===== src/hw/rtl/thermal_grid_upscale_quantize_macros.svh =====
`ifndef THERMAL_GRID_UPSCALE_QUANTIZE_MACROS_SVH
`define THERMAL_GRID_UPSCALE_QUANTIZE_MACROS_SVH

// same-cycle implication, checked at every rising edge outside reset
`define TGU_ASSERT_NOW(label, clk, rst, ante, cons) \
   label: assert property (@(posedge clk) disable iff (rst) (ante) |-> (cons)) \
      else $error("tgu check failed");

// next-cycle implication
`define TGU_ASSERT_NEXT(label, clk, rst, ante, cons) \
   label: assert property (@(posedge clk) disable iff (rst) (ante) |=> (cons)) \
      else $error("tgu check failed");

`endif


===== src/hw/rtl/tgu_pkg.sv =====
`default_nettype none

package tgu_pkg;

   // input item
   typedef struct packed {
      logic               operation;
      logic [5:0]         sample_index;
      logic signed [11:0] sample_value;
      logic [3:0]         render_column;
   } req_type;

   // result item
   typedef struct packed {
      logic [3:0]  pixel_row;
      logic [3:0]  pixel_column;
      logic [2:0]  level;
      logic [15:0] pattern;
      logic        last_pixel;
   } rsp_type;

   // settings seen by the render sequencer
   typedef struct packed {
      logic [6:0]       floor_degrees;
      logic [4:0][15:0] pattern;
   } cfg_type;

   localparam logic OP_LOAD   = 1'b0;
   localparam logic OP_RENDER = 1'b1;

   localparam int CSR_INDEX_W = 3;
   localparam int CSR_DATA_W  = 16;

   localparam logic [CSR_INDEX_W-1:0] REG_FLOOR         = 3'd0;
   localparam logic [CSR_INDEX_W-1:0] REG_CEILING       = 3'd1;
   localparam logic [CSR_INDEX_W-1:0] REG_PATTERN_ZERO  = 3'd2;
   localparam logic [CSR_INDEX_W-1:0] REG_PATTERN_ONE   = 3'd3;
   localparam logic [CSR_INDEX_W-1:0] REG_PATTERN_TWO   = 3'd4;
   localparam logic [CSR_INDEX_W-1:0] REG_PATTERN_THREE = 3'd5;
   localparam logic [CSR_INDEX_W-1:0] REG_PATTERN_FOUR  = 3'd6;

   localparam logic [6:0] FLOOR_RESET   = 7'd20;
   localparam logic [6:0] CEILING_RESET = 7'd24;
   localparam logic [4:0][15:0] PATTERN_RESET =
      {16'hffff, 16'h7ebd, 16'h1428, 16'h1080, 16'h0000};

   localparam logic [2:0] LEVEL_MAX = 3'd4;

   localparam logic ALU_ADD = 1'b0;
   localparam logic ALU_SUB = 1'b1;

   // remainder of a 6-bit value by a constant modulus, by compare and subtract
   function automatic logic [5:0] wrap_value(input logic [5:0] v, input int unsigned m);
      logic [5:0]  r;
      int unsigned trial;
      r = v;
      for (int s = 5; s >= 0; s--) begin
         trial = m << s;
         if (32'(r) >= trial) begin
            r = r - 6'(trial);
         end
      end
      return r;
   endfunction

endpackage

`default_nettype wire


===== src/hw/rtl/tgu_frame_ram.sv =====
`default_nettype none

module tgu_frame_ram #(
   parameter int DEPTH = 64,
   parameter int WIDTH = 12
) (
   input  wire logic                     clock,
   input  wire logic                     wr_en,
   input  wire logic [$clog2(DEPTH)-1:0] wr_addr,
   input  wire logic [WIDTH-1:0]         wr_data,
   input  wire logic [$clog2(DEPTH)-1:0] rd_addr,
   output      logic [WIDTH-1:0]         rd_data
);

   logic [WIDTH-1:0] mem [DEPTH];
   logic [WIDTH-1:0] rd_data_ff;

   always_ff @(posedge clock) begin
      if (wr_en) begin
         mem[wr_addr] <= wr_data;
      end
   end

   always_ff @(posedge clock) begin
      rd_data_ff <= mem[rd_addr];
   end

   assign rd_data = rd_data_ff;

endmodule

`default_nettype wire


===== src/hw/rtl/tgu_alu.sv =====
`default_nettype none

module tgu_alu #(
   parameter int WIDTH = 16
) (
   input  wire logic                    op,
   input  wire logic signed [WIDTH-1:0] a,
   input  wire logic signed [WIDTH-1:0] b,
   output      logic signed [WIDTH-1:0] result
);

   import tgu_pkg::*;

   always_comb begin
      case (op)
         ALU_ADD: result = a + b;
         ALU_SUB: result = a - b;
         default: result = a - b;
      endcase
   end

endmodule

`default_nettype wire


===== src/hw/rtl/tgu_render.sv =====
`default_nettype none
`include "thermal_grid_upscale_quantize_macros.svh"

module tgu_render #(
   parameter int GRID_SIDE    = 8,
   parameter int SAMPLE_WIDTH = 12,
   parameter int MAX_WIDTH    = 12,
   parameter int ALU_WIDTH    = 16
) (
   input  wire logic                                 clock,
   input  wire logic                                 reset,
   input  wire logic                                 go,
   input  wire logic [$clog2(2*GRID_SIDE)-1:0]       go_column,
   input  wire tgu_pkg::cfg_type                     cfg,
   input  wire logic signed [MAX_WIDTH-1:0]          run_max,
   output      logic [$clog2(GRID_SIDE*GRID_SIDE)-1:0] rd_addr,
   input  wire logic [SAMPLE_WIDTH-1:0]              rd_data,
   output      logic                                 alu_op,
   output      logic signed [ALU_WIDTH-1:0]          alu_a,
   output      logic signed [ALU_WIDTH-1:0]          alu_b,
   input  wire logic signed [ALU_WIDTH-1:0]          alu_result,
   output      logic                                 busy,
   output      logic                                 rsp_strobe,
   output      tgu_pkg::rsp_type                     rsp_data
);

   import tgu_pkg::*;

   localparam int OUT_SIDE = 2 * GRID_SIDE;
   localparam int CW       = $clog2(OUT_SIDE);
   localparam int GW       = $clog2(GRID_SIDE);
   localparam int IDX_W    = $clog2(GRID_SIDE * GRID_SIDE);
   localparam int AW       = ALU_WIDTH;

   localparam logic [2:0] S_IDLE   = 3'd0;
   localparam logic [2:0] S_RANGE  = 3'd1;
   localparam logic [2:0] S_READ_A = 3'd2;
   localparam logic [2:0] S_READ_B = 3'd3;
   localparam logic [2:0] S_SUM    = 3'd4;
   localparam logic [2:0] S_DIFF   = 3'd5;
   localparam logic [2:0] S_DIV    = 3'd6;

   logic [2:0]                  state_ff, state_in;
   logic [CW-1:0]               col_ff, col_in;
   logic [CW-1:0]               row_ff, row_in;
   logic signed [AW-1:0]        range_ff, range_in;
   logic [SAMPLE_WIDTH-1:0]     a_ff, a_in;
   logic signed [AW-1:0]        sum_ff, sum_in;
   logic signed [AW-1:0]        rem_ff, rem_in;
   logic [2:0]                  cnt_ff, cnt_in;
   rsp_type                     rsp_ff, rsp_in;
   logic                        rsp_strobe_ff, rsp_strobe_in;

   logic [GW-1:0]               c, r, c_nb, r_nb;
   logic                        c_last, r_last, row_last;
   logic [IDX_W-1:0]            addr_a, addr_b;
   logic signed [AW-1:0]        mx_ext, fl_ext, deg, a_ext, b_ext;
   logic                        emit;
   logic [2:0]                  emit_level;

   // neighbour addressing, clamped at the far edge
   assign c        = col_ff[CW-1:1];
   assign r        = row_ff[CW-1:1];
   assign c_last   = (c == GW'(GRID_SIDE - 1));
   assign r_last   = (r == GW'(GRID_SIDE - 1));
   assign row_last = (row_ff == CW'(OUT_SIDE - 1));
   assign c_nb     = (col_ff[0] && !c_last) ? c + GW'(1) : c;
   assign r_nb     = (!col_ff[0] && row_ff[0] && !r_last) ? r + GW'(1) : r;
   assign addr_a   = IDX_W'(c) * IDX_W'(GRID_SIDE) + IDX_W'(r);
   assign addr_b   = IDX_W'(c_nb) * IDX_W'(GRID_SIDE) + IDX_W'(r_nb);

   assign mx_ext = $signed({{(AW-MAX_WIDTH){run_max[MAX_WIDTH-1]}}, run_max}) >>> 2;
   assign fl_ext = $signed({{(AW-7){1'b0}}, cfg.floor_degrees});
   assign deg    = sum_ff >>> 3;
   assign a_ext  = $signed({{(AW-SAMPLE_WIDTH){a_ff[SAMPLE_WIDTH-1]}}, a_ff});
   assign b_ext  = $signed({{(AW-SAMPLE_WIDTH){rd_data[SAMPLE_WIDTH-1]}}, rd_data});

   always_comb begin
      state_in      = state_ff;
      col_in        = col_ff;
      row_in        = row_ff;
      range_in      = range_ff;
      a_in          = a_ff;
      sum_in        = sum_ff;
      rem_in        = rem_ff;
      cnt_in        = cnt_ff;
      rsp_in        = rsp_ff;
      rsp_strobe_in = 1'b0;
      rd_addr       = addr_a;
      alu_op        = ALU_SUB;
      alu_a         = '0;
      alu_b         = '0;
      emit          = 1'b0;
      emit_level    = '0;

      case (state_ff)
         S_IDLE: begin
            if (go) begin
               col_in   = go_column;
               row_in   = '0;
               state_in = S_RANGE;
            end
         end
         S_RANGE: begin
            alu_a = mx_ext;
            alu_b = fl_ext;
            if (alu_result <= 0) begin
               range_in = AW'(1);
            end else begin
               range_in = alu_result;
            end
            state_in = S_READ_A;
         end
         S_READ_A: begin
            rd_addr  = addr_a;
            state_in = S_READ_B;
         end
         S_READ_B: begin
            rd_addr  = addr_b;
            a_in     = rd_data;
            state_in = S_SUM;
         end
         S_SUM: begin
            alu_op   = ALU_ADD;
            alu_a    = a_ext;
            alu_b    = b_ext;
            sum_in   = alu_result;
            state_in = S_DIFF;
         end
         S_DIFF: begin
            alu_a = deg;
            alu_b = fl_ext;
            if (alu_result <= 0) begin
               emit = 1'b1;
            end else begin
               rem_in   = alu_result <<< 2;
               cnt_in   = '0;
               state_in = S_DIV;
            end
         end
         S_DIV: begin
            alu_a = rem_ff;
            alu_b = range_ff;
            if (alu_result >= 0) begin
               rem_in = alu_result;
               cnt_in = cnt_ff + 3'd1;
               if (cnt_ff + 3'd1 == LEVEL_MAX) begin
                  emit       = 1'b1;
                  emit_level = LEVEL_MAX;
               end
            end else begin
               emit       = 1'b1;
               emit_level = cnt_ff;
            end
         end
         default: begin
            state_in = S_IDLE;
         end
      endcase

      if (emit) begin
         rsp_in.pixel_row    = 4'(row_ff);
         rsp_in.pixel_column = 4'(col_ff);
         rsp_in.level        = emit_level;
         rsp_in.pattern      = cfg.pattern[emit_level];
         rsp_in.last_pixel   = row_last;
         rsp_strobe_in       = 1'b1;
         if (row_last) begin
            state_in = S_IDLE;
         end else begin
            row_in   = row_ff + CW'(1);
            state_in = S_READ_A;
         end
      end
   end

   always_ff @(posedge clock) begin
      if (reset) begin
         state_ff      <= S_IDLE;
         rsp_strobe_ff <= 1'b0;
      end else begin
         state_ff      <= state_in;
         rsp_strobe_ff <= rsp_strobe_in;
      end
   end

   always_ff @(posedge clock) begin
      col_ff   <= col_in;
      row_ff   <= row_in;
      range_ff <= range_in;
      a_ff     <= a_in;
      sum_ff   <= sum_in;
      rem_ff   <= rem_in;
      cnt_ff   <= cnt_in;
      rsp_ff   <= rsp_in;
   end

   assign busy       = (state_ff != S_IDLE);
   assign rsp_strobe = rsp_strobe_ff;
   assign rsp_data   = rsp_ff;

   `TGU_ASSERT_NEXT(a_go_enters_range, clock, reset, go && state_ff == S_IDLE, state_ff == S_RANGE)
   `TGU_ASSERT_NOW(a_level_bounded, clock, reset, rsp_strobe_ff, rsp_ff.level <= LEVEL_MAX)
   `TGU_ASSERT_NOW(a_last_ends_render, clock, reset, rsp_strobe_ff && rsp_ff.last_pixel, state_ff == S_IDLE)
   `TGU_ASSERT_NEXT(a_pixels_spaced, clock, reset, rsp_strobe_ff, !rsp_strobe_ff)
   `TGU_ASSERT_NOW(a_div_range_positive, clock, reset, state_ff == S_DIV, range_ff > 0 && cnt_ff < LEVEL_MAX)

endmodule

`default_nettype wire


===== src/hw/rtl/thermal_grid_upscale_quantize.sv =====
`default_nettype none

// thermal frame upscaler and level quantizer. a load transfer (operation 0) writes one
// quarter-degree sample into the frame store and raises the running maximum; busy stays low,
// so loads may come every cycle while no render runs. a render transfer (operation 1)
// names one column of the 2x grid; busy then stays high while one subtract finds the range
// and, per pixel, two reads on the frame store's one read port, one add, one subtract and up
// to four compare-subtract steps of the shared alu find the level. pixels come out row 0
// first, each on rsp_data for exactly one cycle with rsp_strobe high; the receiver
// cannot stall them and must take every one. last_pixel marks the final row.
// rendering a cell never loaded since reset gives an unspecified level. configuration
// writes belong in idle time only; writing the ceiling also reloads the running maximum.
module thermal_grid_upscale_quantize #(
   parameter int GRID_SIDE    = 8,
   parameter int SAMPLE_WIDTH = 12
) (
   input  wire logic                              clock,
   input  wire logic                              reset,
   input  wire logic                              start,
   output      logic                              busy,
   input  wire tgu_pkg::req_type                  req_data,
   output      logic                              rsp_strobe,
   output      tgu_pkg::rsp_type                  rsp_data,
   input  wire logic                              csr_we,
   input  wire logic [tgu_pkg::CSR_INDEX_W-1:0]   csr_index,
   input  wire logic [tgu_pkg::CSR_DATA_W-1:0]    csr_wdata
);

   import tgu_pkg::*;

   localparam int CELLS     = GRID_SIDE * GRID_SIDE;
   localparam int OUT_SIDE  = 2 * GRID_SIDE;
   localparam int IDX_W     = $clog2(CELLS);
   localparam int CW        = $clog2(OUT_SIDE);
   // running maximum must hold both a sample and ceiling*4
   localparam int MAX_WIDTH = (SAMPLE_WIDTH > 10) ? SAMPLE_WIDTH : 10;
   // room for a sum of two samples and four times a degree difference
   localparam int ALU_WIDTH = MAX_WIDTH + 4;

   // configuration and running maximum
   logic [6:0]                    floor_ff, floor_in;
   logic [4:0][15:0]              pattern_ff, pattern_in;
   logic signed [MAX_WIDTH-1:0]   max_ff, max_in;
   cfg_type                       cfg;

   // transfer decode
   logic                          accept;
   logic                          load_go;
   logic                          render_go;
   logic [IDX_W-1:0]              load_addr;
   logic [SAMPLE_WIDTH-1:0]       load_value;
   logic signed [MAX_WIDTH-1:0]   load_value_ext;
   logic [CW-1:0]                 render_col;

   // frame store read port and shared alu
   logic [IDX_W-1:0]              rd_addr;
   logic [SAMPLE_WIDTH-1:0]       rd_data;
   logic                          alu_op;
   logic signed [ALU_WIDTH-1:0]   alu_a, alu_b, alu_result;

   assign accept    = start && !busy;
   assign load_go   = accept && (req_data.operation == OP_LOAD);
   assign render_go = accept && (req_data.operation == OP_RENDER);

   // out-of-range indexes wrap around the store and the output width
   assign load_addr  = IDX_W'(wrap_value(req_data.sample_index, CELLS));
   assign render_col = CW'(wrap_value({2'b00, req_data.render_column}, OUT_SIDE));

   // sample field is taken as SAMPLE_WIDTH bits, sign at the top of that width
   assign load_value     = SAMPLE_WIDTH'($unsigned(req_data.sample_value));
   assign load_value_ext = MAX_WIDTH'($signed(load_value));

   always_comb begin
      floor_in   = floor_ff;
      pattern_in = pattern_ff;
      max_in     = max_ff;

      // running maximum only grows on loads
      if (load_go && (load_value_ext > max_ff)) begin
         max_in = load_value_ext;
      end

      if (csr_we) begin
         case (csr_index)
            REG_FLOOR:         floor_in      = csr_wdata[6:0];
            REG_CEILING:       max_in        = MAX_WIDTH'({csr_wdata[6:0], 2'b00});
            REG_PATTERN_ZERO:  pattern_in[0] = csr_wdata;
            REG_PATTERN_ONE:   pattern_in[1] = csr_wdata;
            REG_PATTERN_TWO:   pattern_in[2] = csr_wdata;
            REG_PATTERN_THREE: pattern_in[3] = csr_wdata;
            REG_PATTERN_FOUR:  pattern_in[4] = csr_wdata;
            default:           floor_in      = floor_ff;
         endcase
      end
   end

   always_ff @(posedge clock) begin
      if (reset) begin
         floor_ff   <= FLOOR_RESET;
         pattern_ff <= PATTERN_RESET;
         max_ff     <= MAX_WIDTH'({CEILING_RESET, 2'b00});
      end else begin
         floor_ff   <= floor_in;
         pattern_ff <= pattern_in;
         max_ff     <= max_in;
      end
   end

   assign cfg.floor_degrees = floor_ff;
   assign cfg.pattern       = pattern_ff;

   // frame store: written by load transfers, read by the render sequencer
   tgu_frame_ram #(
      .DEPTH (CELLS),
      .WIDTH (SAMPLE_WIDTH)
   ) u_frame_ram (
      .clock   (clock),
      .wr_en   (load_go),
      .wr_addr (load_addr),
      .wr_data (load_value),
      .rd_addr (rd_addr),
      .rd_data (rd_data)
   );

   // one add/subtract unit serves range, sum, difference and level steps
   tgu_alu #(
      .WIDTH (ALU_WIDTH)
   ) u_alu (
      .op     (alu_op),
      .a      (alu_a),
      .b      (alu_b),
      .result (alu_result)
   );

   // per-pixel sequencer, owns the result register
   tgu_render #(
      .GRID_SIDE    (GRID_SIDE),
      .SAMPLE_WIDTH (SAMPLE_WIDTH),
      .MAX_WIDTH    (MAX_WIDTH),
      .ALU_WIDTH    (ALU_WIDTH)
   ) u_render (
      .clock      (clock),
      .reset      (reset),
      .go         (render_go),
      .go_column  (render_col),
      .cfg        (cfg),
      .run_max    (max_ff),
      .rd_addr    (rd_addr),
      .rd_data    (rd_data),
      .alu_op     (alu_op),
      .alu_a      (alu_a),
      .alu_b      (alu_b),
      .alu_result (alu_result),
      .busy       (busy),
      .rsp_strobe (rsp_strobe),
      .rsp_data   (rsp_data)
   );

endmodule

`default_nettype wire


===== config.mk =====
export PLATFORM = sky130hd
export DESIGN_NAME = thermal_grid_upscale_quantize
export DESIGN_NICKNAME = d
export VERILOG_FILES = /design/src/hw/rtl/tgu_pkg.sv /design/src/hw/rtl/tgu_frame_ram.sv /design/src/hw/rtl/tgu_alu.sv /design/src/hw/rtl/tgu_render.sv /design/src/hw/rtl/thermal_grid_upscale_quantize.sv
export VERILOG_INCLUDE_DIRS = /design/src /design/src/hw/rtl
export SDC_FILE = /design/constraint.sdc
export NUM_CORES = 1
export LEC_CHECK = 0
export BUFFER_PORTS_ARGS = -buffer_cell sky130_fd_sc_hd__clkbuf_2
export CAP_MARGIN = 40
export CELL_PAD_IN_SITES_DETAIL_PLACEMENT = 0
export CELL_PAD_IN_SITES_GLOBAL_PLACEMENT = 2
export CORE_MARGIN = 8
export CORE_UTILIZATION = 50
export CTS_BUF_LIST = sky130_fd_sc_hd__clkbuf_8
export DETAILED_ROUTE_END_ITERATION = 10
export PLACE_DENSITY_LB_ADDON = 0.1
export SLEW_MARGIN = 0
export SYNTH_ARGS = -nofsm -noshare
export SYNTH_HDL_FRONTEND = slang
export SYNTH_SLANG_ARGS = --single-unit

===== constraint.sdc =====
create_clock -name clock -period 6.7 [get_ports clock]
set_input_delay 0.67 -clock clock [delete_from_list [all_inputs] [get_ports clock]]
set_output_delay 0.67 -clock clock [all_outputs]
set_load 0.02 [all_outputs]

# Word level (Yosys, flattened, before mapping)
# Memory sizes are Yosys's and may differ from the RTL's. A register that Yosys moved wholly into a read port is not among the register bits.
# Index checks and enable logic that the tools add are counted.
# totals
n_memories	1
ram_bits	768
register_bits	202
rom_bits	0
in_bits	46
latch_bits	0
# mem_list
name	depth	word_bits	read_ports	rd_ports_with_merged_regs	write_ports	line_no	source
u_frame_ram.mem	64	12	1	1	1	tgu_frame_ram.sv:15	logic [WIDTH-1:0] mem [DEPTH];
# classes
div	0
muxes	37
n_eq_ne	21
reduce_logical	25
addsub	8
n_lt_le_gt_ge	4
multipliers	0
n_bitwise	1
n_shift	0
# ops
cell	count
16-bit one-hot mux with 2 select lines	2
16-bit one-hot mux with 4 select lines	1
16-bit binary-select mux with 3-bit select	1
16-bit 2-to-1 mux	3
16-bit one-hot mux with 3 select lines	1
12-bit 2-to-1 mux	3
3-bit 2-to-1 mux	10
3-bit == test (second input constant)	9
3-bit one-hot mux with 7 select lines	1
16-bit adder	1
16-bit by 1-bit >= comparator with 1-bit output (second input constant)	1
16-bit by 1-bit less-or-equal comparator with 1-bit output (second input constant)	1
4-bit 2-to-1 mux	4
16-bit subtractor	1
2-bit AND reduction	7
6-bit by 3-bit adder with 6-bit output	2
3-bit by 2-bit == test with 1-bit output (second input constant)	4
12-bit greater-than comparator	1
3-bit by 1-bit adder with 3-bit output (second input constant)	3
1-bit logical AND	7
1-bit 2-to-1 mux	7
3-bit by 1-bit == test with 1-bit output (second input constant)	2
3-bit logical NOT	2
6-bit 2-to-1 mux	1
other kinds (15)	21

# Depth between registers and ports, before layout
# depth
depth_word	10
depth_mapped	26

# Cells and area by module
# From an unflattened synthesis, not the netlist that was laid out.
# hier_totals
hier_cells	2387
area_unflattened_um2	39938.3
# by_module_without_submodules
module	cells_per_inst	area_per_inst_um2	instances
tgu_frame_ram	1339	29851.1	1
tgu_render	411	4919.7	1
thermal_grid_upscale_quantize	501	4177.8	1
tgu_alu	136	989.7	1

# Least setup slack after synthesis
# No wires, ideal clock.
# synth_timing
path_type	flip-flop to flip-flop
from	reg u_render.state_ff[1]
to	reg u_render.cnt_ff[0] (enable)
period_less_slack_ns	5.180
setup_slack_ns	1.520
stages_incl_launch_ff	19
arrival_time_ns	4.785
setup_ns	0.395
cell_sequence	dfxtp_1 > buf_6 > mux2_4 > a22oi_4 > nor4b_4 > nand2_1 > nor2_1 > nand2_1 > o211ai_1 > o31ai_1 > a221oi_1 > ha_1 > and4_1 > a21o_1 > o21a_1 > o32a_1 > xnor2_2 > inv_1 > nor2_1
# synth_via
elab_chain_cells	8
elab_cells_between_ends	17
classes_between	2 x add/sub; 2 x order compare; 6 x eq/ne; 4 x mux; 3 x reduce/logical
# synth_lines
item	line_no	source
start, declared	tgu_render.sv:43	logic [2:0] state_ff, state_in;
start signal, assigned	tgu_render.sv:182	state_ff <= state_in;
3-bit by 1-bit == test with 1-bit output or 3-bit == test (tied branches)	tgu_render.sv:96	case (state_ff)
2-bit OR reduction (no source line)	--	
16-bit one-hot mux with 3 select lines	tgu_render.sv:96	
16-bit subtractor or 16-bit adder (tied branches)	tgu_alu.sv:17, tgu_alu.sv:16	
16-bit one-hot mux with 2 select lines *	tgu_alu.sv:15	case (op)
via alu_result[15]	thermal_grid_upscale_quantize.sv:59	logic signed [ALU_WIDTH-1:0] alu_a, alu_b, alu_result;
16-bit by 1-bit >= comparator with 1-bit output or 16-bit by 1-bit less-or-equal comparator with 1-bit output (tied branches)	tgu_render.sv:144, tgu_render.sv:133	
2-bit by 1-bit != test with 1-bit output (no source line) or 2-bit != test (tied branches)	--	
3-bit AND reduction (no source line) *	--	
end signal, assigned	tgu_render.sv:194	cnt_ff <= cnt_in;
end, declared	tgu_render.sv:50	logic [2:0] cnt_ff, cnt_in;
# Mark *: on every way through the listed nets, which the timed path passes. The rest lies on a longest branch.
# A chain may end at the register's enable or synchronous reset.

# Worst setup path after layout
# layout_timing
from	reg u_render.state_ff[1]
to	reg u_render.rsp_ff (netlist bit u_render.rsp_data[25]) (enable)
# layout_via
elab_chain_cells	8
elab_cells_between_ends	16
classes_between	2 x add/sub; 2 x order compare; 4 x eq/ne; 7 x mux; 1 x reduce/logical
# layout_lines
item	line_no	source
3-bit by 1-bit == test with 1-bit output or 3-bit == test (tied branches)	tgu_render.sv:96	
2-bit OR reduction (no source line)	--	
16-bit one-hot mux with 3 select lines	tgu_render.sv:96	
16-bit subtractor or 16-bit adder (tied branches)	tgu_alu.sv:17, tgu_alu.sv:16	
16-bit one-hot mux with 2 select lines *	tgu_alu.sv:15	
via alu_result[11]	thermal_grid_upscale_quantize.sv:59	
16-bit by 1-bit >= comparator with 1-bit output or 16-bit by 1-bit less-or-equal comparator with 1-bit output (tied branches)	tgu_render.sv:144, tgu_render.sv:133	
1-bit 2-to-1 mux (on tied branches)	tgu_render.sv:144, tgu_render.sv:133	
1-bit one-hot mux with 2 select lines *	tgu_render.sv:96	
end signal, assigned	tgu_render.sv:195	rsp_ff <= rsp_in;
end, declared	tgu_render.sv:51	rsp_type rsp_ff, rsp_in;
# Marked as above.

==> results.json <==
{
  "final_common_cell": "edfxtp_1",
  "path_class": "reg2reg",
  "drc": 0,
  "clkLatencyLatePin_ns": 0.81,
  "seq_area_sq_um": 28200,
  "critPathLaunchType": "register",
  "wl_per_cell_um": 26.1,
  "hold_ws_ns": 0.0844,
  "hp-class": "in2reg",
  "die-area_sq_um": 89400,
  "crit_fanout": 24,
  "power.density_nw_per_um2": 275,
  "outcome": "finished clean",
  "power.leakage_nw": 15.9,
  "drt_wl_total_um": 98600,
  "synth_cells": 2341,
  "worstMarginPinSlew_ns": 0.834,
  "min_period_ns": 6.13,
  "root_buffer": "clkbuf_8",
  "synth.largest_area_cell": "edfxtp_1",
  "gr-total-overflow": 0,
  "end_kind": "register",
  "fin_worst_skew_ns": 0.0454,
  "synth_nets": 2423,
  "final.setup.tns_ns": 0,
  "finalHoldViolations": 0,
  "first_pass_iters": 7,
  "synth.top_cell.area_share": 0.645,
  "start_util": 0.506,
  "drv_slew": 0,
  "cts_setup_buffers": 0,
  "rows": 103,
  "multi_input_area_sq_um": 11100,
  "cts_buffers": 160,
  "rsz0062_at_grt": "no",
  "seq_area_frac_synth": 0.705,
  "peakVddDrop_mv": 0.205,
  "core_area_sq_um": 79100,
  "numPortBuffers": 75,
  "mostFrequentLayoutCells": "edfxtp_1, nand2_1, mux4_2",
  "worstHoldStart": "req_data[1]",
  "cts_max_level": 4,
  "area_growth_pct": 13.7,
  "yosys-top-cells-area": "edfxtp_1, mux4_2, dfxtp_1, nand2_1, mux2i_1",
  "ant_nets": 0,
  "fillers": 6130,
  "antenna_found_initial": 10,
  "slew_headroom": 0.444,
  "drt_iter0_markers": 1773,
  "fin_crit_sh": 0.914,
  "startpoint": "u_render.state_ff[1]$_SDFFE_PP0P_",
  "clk_path_buf_depth": 3,
  "synth_edf_count": 860,
  "place.gp.congestion": 0.844,
  "die_height_um": 299,
  "setup_violations": 0,
  "track_usage": 0.219,
  "vias": 21996,
  "synth_ff_type": "edfxtp_1",
  "cap_violations": 0,
  "path_clk_slew_ns": 0.06,
  "ys_ff_latch": 979,
  "netlist_area_sq_um": 40000,
  "async_reset_ff_frac": 0,
  "pin_count": 76,
  "dp_hpwl_um": 64900,
  "worstPathRequired_ns": 7.17,
  "synth_warnings": 0,
  "drive_above_1_share": 0.255,
  "grt_pass1_vias": 22553,
  "die_w_um": 299,
  "vias_per_cell": 5.82,
  "fmax_ghz": 0.163,
  "grt_first_pass_wirelength_um": 147000,
  "synth_cell_types": 88,
  "cts_sinks": 979,
  "crit_arrival_ns": 6.59,
  "cts_tree": "done",
  "grt_max_degree": 67,
  "postSynthAreaPerCell_sq_um": 17.1,
  "crit-reg2reg-launch": "u_render.state_ff[1]$_SDFFE_PP0P_",
  "final_nets": 2669
}
==> through the flow <==
step,power (mW),worst slack (ns),util,std cells,area (sq um)
finish,12.5,0.574,0.575,3779,45500
global route,13.0,0.0113,0.575,3777,45500
CTS,12.6,0.478,0.575,3774,45500
detailed placement,7.64,0.521,0.536,3472,42400
global placement,7.62,0.672,0.530,3427,42000
floorplan,7.30,1.52,-,2341,40000
==> state kept, by name, indices dropped and copies added, names as in the netlist <==
name	flops
u_render.cnt_ff	3
floor_ff	7
u_render.rsp_strobe	1
u_frame_ram.rd_data	12
u_render.col_ff	4
u_frame_ram.mem	768
u_render.rem_ff	16
u_render.state_ff	3
u_render.range_ff	16
u_render.a_ff	12
cfg	80
max_ff	12
u_render.row_ff	4
u_render.rsp_data	28
u_render.sum_ff	13
==> final cells by class <==
| cell class | count | area share |
|---|---|---|
| Antenna cell | 5 | 0.000275 |
| Clock buffer | 168 | 0.0508 |
| Clock inverter | 131 | 0.0168 |
| Inverter | 55 | 0.00453 |
| Multi-Input combinational cell | 1180 | 0.244 |
| Sequential cell | 979 | 0.620 |
| Tap cell | 1050 | 0.0289 |
| Timing Repair Buffer | 211 | 0.0350 |
==> per-layer routing <==
| metal | GRT usage | vias up | routed length, um |
|---|---|---|---|
| li1 | - | 9797 | - |
| met1 | 0.294 | 11326 | 41700 |
| met2 | 0.352 | 685 | 47400 |
| met3 | 0.0510 | 178 | 6410 |
| met4 | 0.0780 | 10 | 3010 |
| met5 | 0.00541 | - | 116 |
==> logic make-up after synthesis <==
family          after synthesis  share of synthesized area
mux                         293                      0.149
other cells                   1                  0.0000937
fa+ha+maj                    36                     0.0114
flops                       979                      0.705
buf+inv                     182                     0.0200
simple gates                549                     0.0628
compound gates              282                     0.0483
xor+xnor                     19                    0.00434
==> path summary, 6_finish.rpt <==
kind	endpoint	slack, ns	cells past startpoint
worst max register to register	u_render.rsp_data[25]$_DFFE_PN_	0.57	21
worst min register to register	cfg[32]$_SDFFE_PP0P_	0.45	2
worst max-delay path	u_render.rsp_data[25]$_DFFE_PN_	0.57	21
worst min-delay path	u_render.col_ff[1]$_DFFE_PP_	0.08	1
==> power by group <==
group	internal, mW	switching (mW)	total (mW)
clock	2.59	2.39	4.98
sequential	6.71	0.0423	6.75
combinational	0.241	0.525	0.766
total	9.54	2.96	12.5
==> critical path, cell delays in order (launching register included) <==
cell       delay [ns]
dfxtp_1          0.49
buf_4            0.31
mux2i_1          0.20
o2bb2ai_1        0.15
nor4b_4          0.39
nand2_1          0.16
nor2_1           0.32
nand2_1          0.12
and3_1           0.19
o21ai_0          0.16
o211a_1          0.17
ha_1             0.32
o21ai_1          0.17
nor3b_1          0.16
a2111oi_0        0.46
o311a_1          0.31
inv_1            0.08
a2111oi_0        0.43
nand4_1          0.33
a21boi_2         0.32
or2_2            0.31
buf_12           0.22
==> cell usage after synthesis (16+ instances only) <==
library cell	number
buf_1	19
edfxtp_1	860
nor2_1	125
a22oi_1	18
and2_1	25
a21o_1	23
nor3_1	16
ha_1	35
a31oi_1	16
a211oi_1	22
nand3_1	49
dfxtp_1	119
mux4_2	240
inv_1	54
a221oi_1	19
mux2i_1	50
nand2_1	261
o21ai_0	42
buf_2	30
clkbuf_1	66
a21oi_1	67
==> what timing repair did <==
action	CTS	global route
hold buffers	3	0
endpoints found under the hold margin	3	0
setup endpoints to repair	0	22
resized for setup	0	2
(Power assumes the default switching activity.)
